**src/plrw_pkg.sv**
```systemverilog
`timescale 1ns / 1ps

package plrw_pkg;

   localparam int unsigned PeriodWidth  = 16;
   localparam int unsigned PercentWidth = 7;
   localparam int unsigned PingsWidth   = 8;
   localparam int unsigned RebootWidth  = 16;
   localparam int unsigned CountWidth   = 16;
   localparam int unsigned SilentWidth  = 3;

   localparam int unsigned CsrAddrWidth = 2;
   localparam int unsigned CsrDataWidth = 16;
   localparam int unsigned ReqWidth     = 8;
   localparam int unsigned RspWidth     = 24;

   localparam logic [SilentWidth-1:0] SilentLimit  = SilentWidth'(5);
   localparam logic [PingsWidth-1:0]  PercentBase  = PingsWidth'(100);
   localparam logic [CountWidth-1:0]  RoundStart   = CountWidth'(9999);

   localparam logic [PeriodWidth-1:0]  PeriodReset  = PeriodWidth'(300);
   localparam logic [PercentWidth-1:0] PercentReset = PercentWidth'(10);
   localparam logic [PingsWidth-1:0]   PingsReset   = PingsWidth'(10);
   localparam logic [RebootWidth-1:0]  RebootReset  = RebootWidth'(60);

   typedef enum logic [CsrAddrWidth-1:0] {
      CSR_PING_PERIOD     = 2'd0,
      CSR_LOSS_PERCENT    = 2'd1,
      CSR_PINGS_PER_ROUND = 2'd2,
      CSR_REBOOT_SECONDS  = 2'd3
   } csr_index_type;

   typedef struct packed {
      logic [PeriodWidth-1:0]  ping_period_seconds;
      logic [PercentWidth-1:0] loss_percent;
      logic [PingsWidth-1:0]   pings_per_round;
      logic [RebootWidth-1:0]  reboot_seconds;
   } cfg_type;

   typedef struct packed {
      logic [CountWidth-1:0]  seconds_in_round;
      logic [PingsWidth-1:0]  pings_counted;
      logic [PingsWidth-1:0]  misses_counted;
      logic [SilentWidth-1:0] silent_seconds;
      logic                   first_ping_pending;
      logic                   reboot_active;
      logic [RebootWidth-1:0] reboot_elapsed;
      logic [CountWidth-1:0]  reboot_count;
      logic                   lamp;
      logic                   visible_flag;
      logic                   relay;
   } state_type;

   typedef struct packed {
      logic                  send_ping;
      logic                  led_on;
      logic                  target_visible;
      logic                  relay_on;
      logic [CountWidth-1:0] reboot_total;
   } result_type;

endpackage

```
**src/ping_loss_reboot_watchdog.sv**
```systemverilog
`timescale 1ns / 1ps
// A word accepted at a clock edge has its result registered and on rsp_tdata after that edge.
// Throughput: one word per cycle; the output register frees as it is taken, so input
// is stalled only while a result waits on rsp_tready.
// Reset: synchronous, active high; clears round, reboot and lamp state but presets
// seconds_in_round to 9999, loads register defaults and empties the output register.
module ping_loss_reboot_watchdog (
   input  logic                                 clock,
   input  logic                                 reset,
   input  logic                                 req_tvalid,
   output logic                                 req_tready,
   // [0] second_tick, [1] answer_seen, [7:2] zero
   input  logic [plrw_pkg::ReqWidth-1:0]        req_tdata,
   output logic                                 rsp_tvalid,
   input  logic                                 rsp_tready,
   // [0] send_ping, [1] led_on, [2] target_visible, [3] relay_on,
   // [19:4] reboot_total, [23:20] zero
   output logic [plrw_pkg::RspWidth-1:0]        rsp_tdata,
   input  logic                                 csr_we,
   input  logic [plrw_pkg::CsrAddrWidth-1:0]    csr_addr,
   input  logic [plrw_pkg::CsrDataWidth-1:0]    csr_wdata
);
   import plrw_pkg::*;

   cfg_type    cfg;
   state_type  state_ff;
   state_type  state_in;
   result_type result_in;
   result_type result_ff;
   logic       rsp_valid_ff;
   logic       req_accept;

   plrw_csr u_csr (
      .clock     (clock),
      .reset     (reset),
      .csr_we    (csr_we),
      .csr_addr  (csr_addr),
      .csr_wdata (csr_wdata),
      .cfg       (cfg)
   );

   plrw_step u_step (
      .cfg         (cfg),
      .state       (state_ff),
      .second_tick (req_tdata[0]),
      .answer_seen (req_tdata[1]),
      .state_next  (state_in),
      .result      (result_in)
   );

   assign req_tready = !rsp_valid_ff || rsp_tready;
   assign req_accept = req_tvalid && req_tready;

   always_ff @(posedge clock) begin
      if (reset) begin
         state_ff.seconds_in_round   <= RoundStart;
         state_ff.pings_counted      <= '0;
         state_ff.misses_counted     <= '0;
         state_ff.silent_seconds     <= '0;
         state_ff.first_ping_pending <= 1'b1;
         state_ff.reboot_active      <= 1'b0;
         state_ff.reboot_elapsed     <= '0;
         state_ff.reboot_count       <= '0;
         state_ff.lamp               <= 1'b0;
         state_ff.visible_flag       <= 1'b0;
         state_ff.relay              <= 1'b0;
         rsp_valid_ff                <= 1'b0;
      end else begin
         if (req_accept) begin
            state_ff     <= state_in;
            rsp_valid_ff <= 1'b1;
         end else if (rsp_tready) begin
            rsp_valid_ff <= 1'b0;
         end
      end
   end

   always_ff @(posedge clock) begin
      if (req_accept) begin
         result_ff <= result_in;
      end
   end

   assign rsp_tvalid = rsp_valid_ff;
   assign rsp_tdata  = {4'b0, result_ff.reboot_total, result_ff.relay_on,
                        result_ff.target_visible, result_ff.led_on, result_ff.send_ping};

   a_relay_only_in_reboot: assert property (@(posedge clock) disable iff (reset)
      state_ff.relay |-> state_ff.reboot_active)
      else $error("relay driven outside a reboot phase");

   a_silent_below_limit: assert property (@(posedge clock) disable iff (reset)
      state_ff.silent_seconds < SilentLimit)
      else $error("silent second count reached the miss limit");

   a_counter_needs_word: assert property (@(posedge clock) disable iff (reset)
      !req_accept |=> $stable(state_ff.reboot_count))
      else $error("reboot count moved without an input word");

   a_accept_gives_result: assert property (@(posedge clock) disable iff (reset)
      req_accept |=> rsp_tvalid)
      else $error("accepted word produced no result");

endmodule

```
**src/plrw_csr.sv**
```systemverilog
`timescale 1ns / 1ps

module plrw_csr (
   input  logic                                 clock,
   input  logic                                 reset,
   input  logic                                 csr_we,
   input  logic [plrw_pkg::CsrAddrWidth-1:0]    csr_addr,
   input  logic [plrw_pkg::CsrDataWidth-1:0]    csr_wdata,
   output plrw_pkg::cfg_type                    cfg
);
   import plrw_pkg::*;

   cfg_type cfg_ff;

   always_ff @(posedge clock) begin
      if (reset) begin
         cfg_ff.ping_period_seconds <= PeriodReset;
         cfg_ff.loss_percent        <= PercentReset;
         cfg_ff.pings_per_round     <= PingsReset;
         cfg_ff.reboot_seconds      <= RebootReset;
      end else if (csr_we) begin
         unique case (csr_index_type'(csr_addr))
            CSR_PING_PERIOD: begin
               cfg_ff.ping_period_seconds <= csr_wdata[PeriodWidth-1:0];
            end
            CSR_LOSS_PERCENT: begin
               cfg_ff.loss_percent <= csr_wdata[PercentWidth-1:0];
            end
            CSR_PINGS_PER_ROUND: begin
               cfg_ff.pings_per_round <= csr_wdata[PingsWidth-1:0];
            end
            CSR_REBOOT_SECONDS: begin
               cfg_ff.reboot_seconds <= csr_wdata[RebootWidth-1:0];
            end
            default: begin
            end
         endcase
      end
   end

   assign cfg = cfg_ff;

endmodule

```
**src/plrw_step.sv**
```systemverilog
`timescale 1ns / 1ps

module plrw_step (
   input  plrw_pkg::cfg_type    cfg,
   input  plrw_pkg::state_type  state,
   input  logic                 second_tick,
   input  logic                 answer_seen,
   output plrw_pkg::state_type  state_next,
   output plrw_pkg::result_type result
);
   import plrw_pkg::*;

   state_type              s;
   logic                   send;
   logic [SilentWidth-1:0] silent_inc;
   logic [14:0]            allowed_scaled;
   logic [14:0]            missed_scaled;

   // misses > floor(p*l/100)  <=>  p*l < 100*misses
   assign allowed_scaled = 15'(cfg.pings_per_round) * 15'(cfg.loss_percent);
   assign missed_scaled  = 15'(state.misses_counted) * 15'(PercentBase);

   always_comb begin
      s          = state;
      send       = 1'b0;
      silent_inc = '0;

      if (s.reboot_active) begin
         if (second_tick && s.reboot_elapsed != '1) begin
            s.reboot_elapsed = s.reboot_elapsed + 1'b1;
         end
         if (s.reboot_elapsed >= cfg.reboot_seconds) begin
            s.relay         = 1'b0;
            s.reboot_active = 1'b0;
         end else if (cfg.reboot_seconds != '0) begin
            s.relay = 1'b1;
         end
      end

      if (second_tick) begin
         if (s.seconds_in_round != '1) begin
            s.seconds_in_round = s.seconds_in_round + 1'b1;
         end

         // round complete
         if (s.pings_counted >= cfg.pings_per_round) begin
            if (allowed_scaled < missed_scaled) begin
               s.reboot_active  = 1'b1;
               s.reboot_elapsed = '0;
               s.reboot_count   = s.reboot_count + 1'b1;
            end
            s.seconds_in_round   = '0;
            s.pings_counted      = '0;
            s.first_ping_pending = 1'b1;
            s.misses_counted     = '0;
         end

         if (s.seconds_in_round > cfg.ping_period_seconds) begin
            if (s.first_ping_pending) begin
               s.first_ping_pending = 1'b0;
               send                 = 1'b1;
            end else if (answer_seen) begin
               s.silent_seconds = '0;
               s.lamp           = 1'b1;
               s.visible_flag   = 1'b1;
               if (s.pings_counted != '1) begin
                  s.pings_counted = s.pings_counted + 1'b1;
               end
               send = 1'b1;
            end else begin
               silent_inc = (s.silent_seconds != '1) ? s.silent_seconds + 1'b1
                                                     : s.silent_seconds;
               if (silent_inc >= SilentLimit) begin
                  s.lamp           = 1'b0;
                  s.visible_flag   = 1'b0;
                  s.silent_seconds = '0;
                  if (s.misses_counted != '1) begin
                     s.misses_counted = s.misses_counted + 1'b1;
                  end
                  if (s.pings_counted != '1) begin
                     s.pings_counted = s.pings_counted + 1'b1;
                  end
                  send = 1'b1;
               end else begin
                  s.silent_seconds = silent_inc;
               end
            end
         end
      end
   end

   assign state_next            = s;
   assign result.send_ping      = send;
   assign result.led_on         = s.lamp;
   assign result.target_visible = s.visible_flag;
   assign result.relay_on       = s.relay;
   assign result.reboot_total   = s.reboot_count;

endmodule
```
**config.mk**
```make
export PLATFORM = sky130hd
export DESIGN_NAME = ping_loss_reboot_watchdog
export DESIGN_NICKNAME = d
export VERILOG_FILES = /design/src/plrw_pkg.sv /design/src/ping_loss_reboot_watchdog.sv /design/src/plrw_csr.sv /design/src/plrw_step.sv
export SDC_FILE = /design/constraint.sdc
export NUM_CORES = 1
export LEC_CHECK = 0
export ABC_AREA = 1
export BUFFER_PORTS_ARGS = -buffer_cell sky130_fd_sc_hd__buf_2
export CORE_MARGIN = 2
export CORE_UTILIZATION = 40
export DETAILED_ROUTE_END_ITERATION = 7
export PLACE_DENSITY = 0.65
export RECOVER_POWER = 25
export SLEW_MARGIN = 15
export SYNTH_ARGS = -nofsm -noshare
export SYNTH_HDL_FRONTEND = slang
export SYNTH_SLANG_ARGS = --single-unit
```
**constraint.sdc**
```tcl
create_clock -name clock -period 6.9 [get_ports clock]
set_input_delay 0.69 -clock clock [delete_from_list [all_inputs] [get_ports clock]]
set_output_delay 0.69 -clock clock [all_outputs]
set_load 0.01 [all_outputs]
```
# ---- Word level (Yosys, flattened, before mapping)
# Index checks and enable logic that the tools add are counted.
dict set report totals {
  reg_bits 140
  in_bits 31
  out_inout_bits 26
}
dict set report op_classes {
  addsub 6
  multipliers 2
  magnitude_cmp 5
  n_eq_ne 8
  mux 33
  bitwise_logic 1
  reduce_logical 14
}
# op count
set op_table {}
lappend op_table {{$mux W34} 2}
lappend op_table {{$mux W16} 4}
lappend op_table {{$mux W32} 2}
lappend op_table {{$add A16 B1 Y16 const B} 3}
lappend op_table {{$mux W35} 1}
lappend op_table {{$mux W33} 1}
lappend op_table {{$mux W8} 4}
lappend op_table {{$ne A16 B16 Y1 const B} 2}
lappend op_table {{$mux W20} 1}
lappend op_table {{$mux W19} 1}
lappend op_table {{$mux W17} 1}
lappend op_table {{$add A8 B1 Y8 const B} 2}
lappend op_table {{$ge A16 B16 Y1} 1}
lappend op_table {{$gt A16 B16 Y1} 1}
lappend op_table {{$ne A8 B8 Y1 const B} 2}
lappend op_table {{$reduce_bool A16 Y1} 1}
lappend op_table {{$lt A15 B15 Y1} 1}
lappend op_table {{$mul A8 B7 Y15} 1}
lappend op_table {{$mul A8 B5 Y13 const B} 1}
lappend op_table {{$reduce_and A2 Y1} 6}
lappend op_table {{$mux W1} 9}
lappend op_table {{$mux W3} 3}
lappend op_table {{$ge A8 B8 Y1} 1}
lappend op_table {{$mux W2} 4}
lappend op_table {{12 further kinds} 14}

# ---- Depth between registers and ports, before layout
dict set report depth {
  word_depth 13
  mapped_depth 39
  ltp_nobuf 38
}

# ---- Modules after synthesis
# A second synthesis with hierarchy kept.
dict set report hier_totals {
  cells_unflattened 1956
  hier_area_um2 12995.0
}
# module n_inst cells_each area_per_inst_um2
set by_module_without_submodules {}
lappend by_module_without_submodules {plrw_step 1 1187 7071.8}
lappend by_module_without_submodules {ping_loss_reboot_watchdog 1 484 3938.8}
lappend by_module_without_submodules {plrw_csr 1 285 1984.4}

# ---- Worst setup path after synthesis
# Ideal clock, no wire load.
dict set report synth_path {
  path_kind {reg-to-reg}
  from {register u_csr.cfg_ff, in the netlist u_csr.cfg[30]}
  to {register result_ff, in the netlist rsp_tdata[12], data pin}
  setup_time_ps 254
  arrival_ps 5447
  required_time_ps 6646
  path_slack_ps 1200
  stages_incl_launch_ff 35
  path_buffers 1
  path_cell_list {dfxtp_1 -> clkbuf_1 -> nand2_1 -> fa_1 -> fa_1 -> inv_1 -> fa_1 -> inv_1 -> fa_1 -> inv_1 -> ha_1 -> a21oi_1 -> or2_2 -> nand3_1 -> nand2_1 -> nand2_1 -> nand2_1 -> nand2_1 -> a21oi_1 -> nor2_1 -> nor2_1 -> xor2_1 -> ha_1 -> nand2_1 -> inv_1 -> a21oi_2 -> nand2_1 -> a21oi_1 -> nand2_1 -> nand2_1 -> nand2_1 -> nand2_1 -> o21ai_0 -> nand2_1 -> nand2_1}
}
# element line_no
set synth_rtl {}
lappend synth_rtl {{from (decl)} plrw_csr.sv:13} ;# cfg_type cfg_ff;
lappend synth_rtl {{to (signal assigned)} ping_loss_reboot_watchdog.sv:80} ;# result_ff <= result_in;
lappend synth_rtl {{to (decl)} ping_loss_reboot_watchdog.sv:29} ;# result_type result_ff;

==> flow_summary.toml <==
[run_status]
status = "finished with violations"
violations = "capacitance limit, slew limit"

[final_layout]
drive_gt1_frac = 0.0641
layout_common_cells = "nand2_1, inv_1, a21oi_1, ha_1, dfxtp_1"
mostFrequentLayoutCell = "nand2_1"
num_antenna_cells = 0
nets = 1807
final_cell_area_sq_mm = 0.0123
fill_cells = 2878
finalCoreUtilization = 0.443
area_delta_synth_final_pct = 8.89

[timing]
worst_slack_ns = 0.641
fin_tns_setup_ns = 0
min_period_ns = 6.26
skew_ns = 0.0129
slew_violations = 38
fmax_mhz = 160
post-route-period-util = 0.907
relSlewSlack = -0.276
tightest_slew_ns = 1.91
finalHoldViolations = 0
setup_viol_count_final = 0
grt_setup_unrepaired = "false"
holdWs_ns = 0.463

[global_route]
grt_pass1_vias = 9687
grt_pass1_wl_um = 45600
grt_max_degree = 67
grtUsageTotal = 0.190
antenna_found_initial = 1
grt-ovfl-total = 0

[clock_tree]
cts_buffers = 17
numClockSinks = 140
insertion_delay_ns = 0.42
clk_pin_slew_ns = 0.06
cts_buffer_depth = 2
clock_tree.root_cell = "clkbuf_16"
postCtsHoldBufs = 0
cts_tree = "done"
post_cts_buffers = 0
htree_levels = 4
cts_resized = 0

[placed_design]
routabilityCongestion = 0.847
dp_slack_ns = 0.708
dp_hpwl_um = 20000
placed_area_sq_mm = 0.0118
portBuffers = 46

[die]
start_util = 0.407
die_area_sq_mm = 0.0297
rows = 61
core_sq_mm = 0.0279
die_h_um = 172
die_x_um = 172
io_pins = 57

[worst_setup_path]
max_stage_delay_ns = 0.54
cpMostUsedCell = "nand2_1"
required_ns = 7.07
worstPathMaxFanout = 8
start_kind = "flop"
end_kind = "flop"
arrival_ns = 6.43
setup.worst_path.class = "reg2reg"
crit_slowest_cell = "fa_1"

[route]
drcViolationCount = 0
vias = 10000
antenna_left = 0
wl_per_cell_um = 13.3
dr.first_iter.drc_count = 696
dr.pass1.iters = 5
drt-total-wl_um = 26800
avgViaCountPerCell = 4.98

[logic_synthesis]
yosysUniqueCellTypes = 54
synth_compound_area_frac = 0.136
netlist_area_sq_mm = 0.0113
synth_xor_area_frac = 0.0340
async_reset_ff_frac = 0
ys_warn_count = 0
synth_edf_count = 20
synth_ff_type = "dfxtp_1"
syn_area_per_cell_sq_um = 7.04
muxShareOfSynthArea = 0
synthCells = 1610
synth_top_family_by_area = "simple AND/OR/NAND/NOR gates"
synthSimpleGateAreaFrac = 0.251
synth_seq_area_share = 0.265
synth_fa_ha_area_frac = 0.189
ys_seq_elements = 140

[worst_hold_path]
hold_class = "reg2reg"

[power_and_ir_drop]
cellLeakagePower_nw = 6.14
powerDensity_mw_per_mm2 = 196
ir_worst_vdd_mv = 0.128

[flow_run]
maxCapViolCount = 1
[cells in the mapped netlist, types with 8 or more instances]
cell	number	area [sq um]
o211ai_1	14	105
dfxtp_1	120	2400
ha_1	120	1500
a21oi_1	143	716
xnor2_1	16	140
nand2_1	365	1370
nand3_1	70	350
o21ai_0	101	505
nor3_1	17	85.1
inv_1	283	1060
xor2_1	28	245
edfxtp_1	20	601
nor4_1	9	56.3
clkbuf_1	42	158
nor2_1	97	364
fa_1	32	641
o21ai_1	8	40.0
nand4_1	32	200
buf_2	9	45.0
[state kept, by name (all words and copies together), names as in the netlist]
register    flops
rsp_tdata      20
u_csr.cfg      47
rsp_tvalid      1
state_ff       72
[stage by stage]
stage	total power, W	instances
floorplan	0.00139	1613
global placement	0.00152	1983
detailed placement	0.00153	1983
CTS	0.00245	2015
global route	0.00257	2015
finish	0.00242	2015
[path summary, 6_finish.rpt]
path / startpoint / to / slack [ns] / cells past startpoint
setup / recovery: u_csr.cfg[16] / rsp_tdata[18] / 0.64 / 33
hold / removal: u_csr.cfg[38] / u_csr.cfg[38] / 0.46 / 2
setup reg to reg: u_csr.cfg[16] / rsp_tdata[18] / 0.64 / 33
hold reg to reg: u_csr.cfg[38] / u_csr.cfg[38] / 0.46 / 2
[final cells by class]
class                   instances  area [sq um]  area share
clock buffers                  24           503      0.0407
clock inverters                 8          81.3     0.00659
inverters                     289          1100      0.0891
multi-input cells            1122          6930       0.561
flip-flops and latches        140          3000       0.243
well taps                     378           473      0.0383
repair buffers                 54           258      0.0209
[cell families after synthesis]
group	Yosys count
AND/OR/NAND/NOR	635
other	1
buffers and inverters	351
adder cells (fa/ha/maj)	152
AO/OA/AOI/OAI	287
XOR/XNOR	44
flip-flops	140
[report_power, final]
group	leakage, nW	internal, W	switching (W)	total [W]
logic	4.67	0.000203	0.000388	0.000591
registers	1.18	0.000878	0.0000407	0.000918
clock network	0.290	0.000549	0.000367	0.000915
[routing by layer]
metal | routed length (um) | global-route usage
met4 | 391 | 0.0501
met1 | 13000 | 0.251
met5 | 0 | 0
met3 | 865 | 0.0238
met2 | 12500 | 0.327
[worst max-delay path, delay by kind of cell, from the launching register on]
family | cells | cell delay [ns]
adder cells (fa/ha/maj) | 6 | 2.76
AO/OA/AOI/OAI | 5 | 0.82
AND/OR/NAND/NOR | 17 | 1.46
XOR/XNOR | 1 | 0.25
buffers and inverters | 4 | 0.21
flip-flops | 1 | 0.52
No activity file was read; power rests on OpenSTA's default activity.
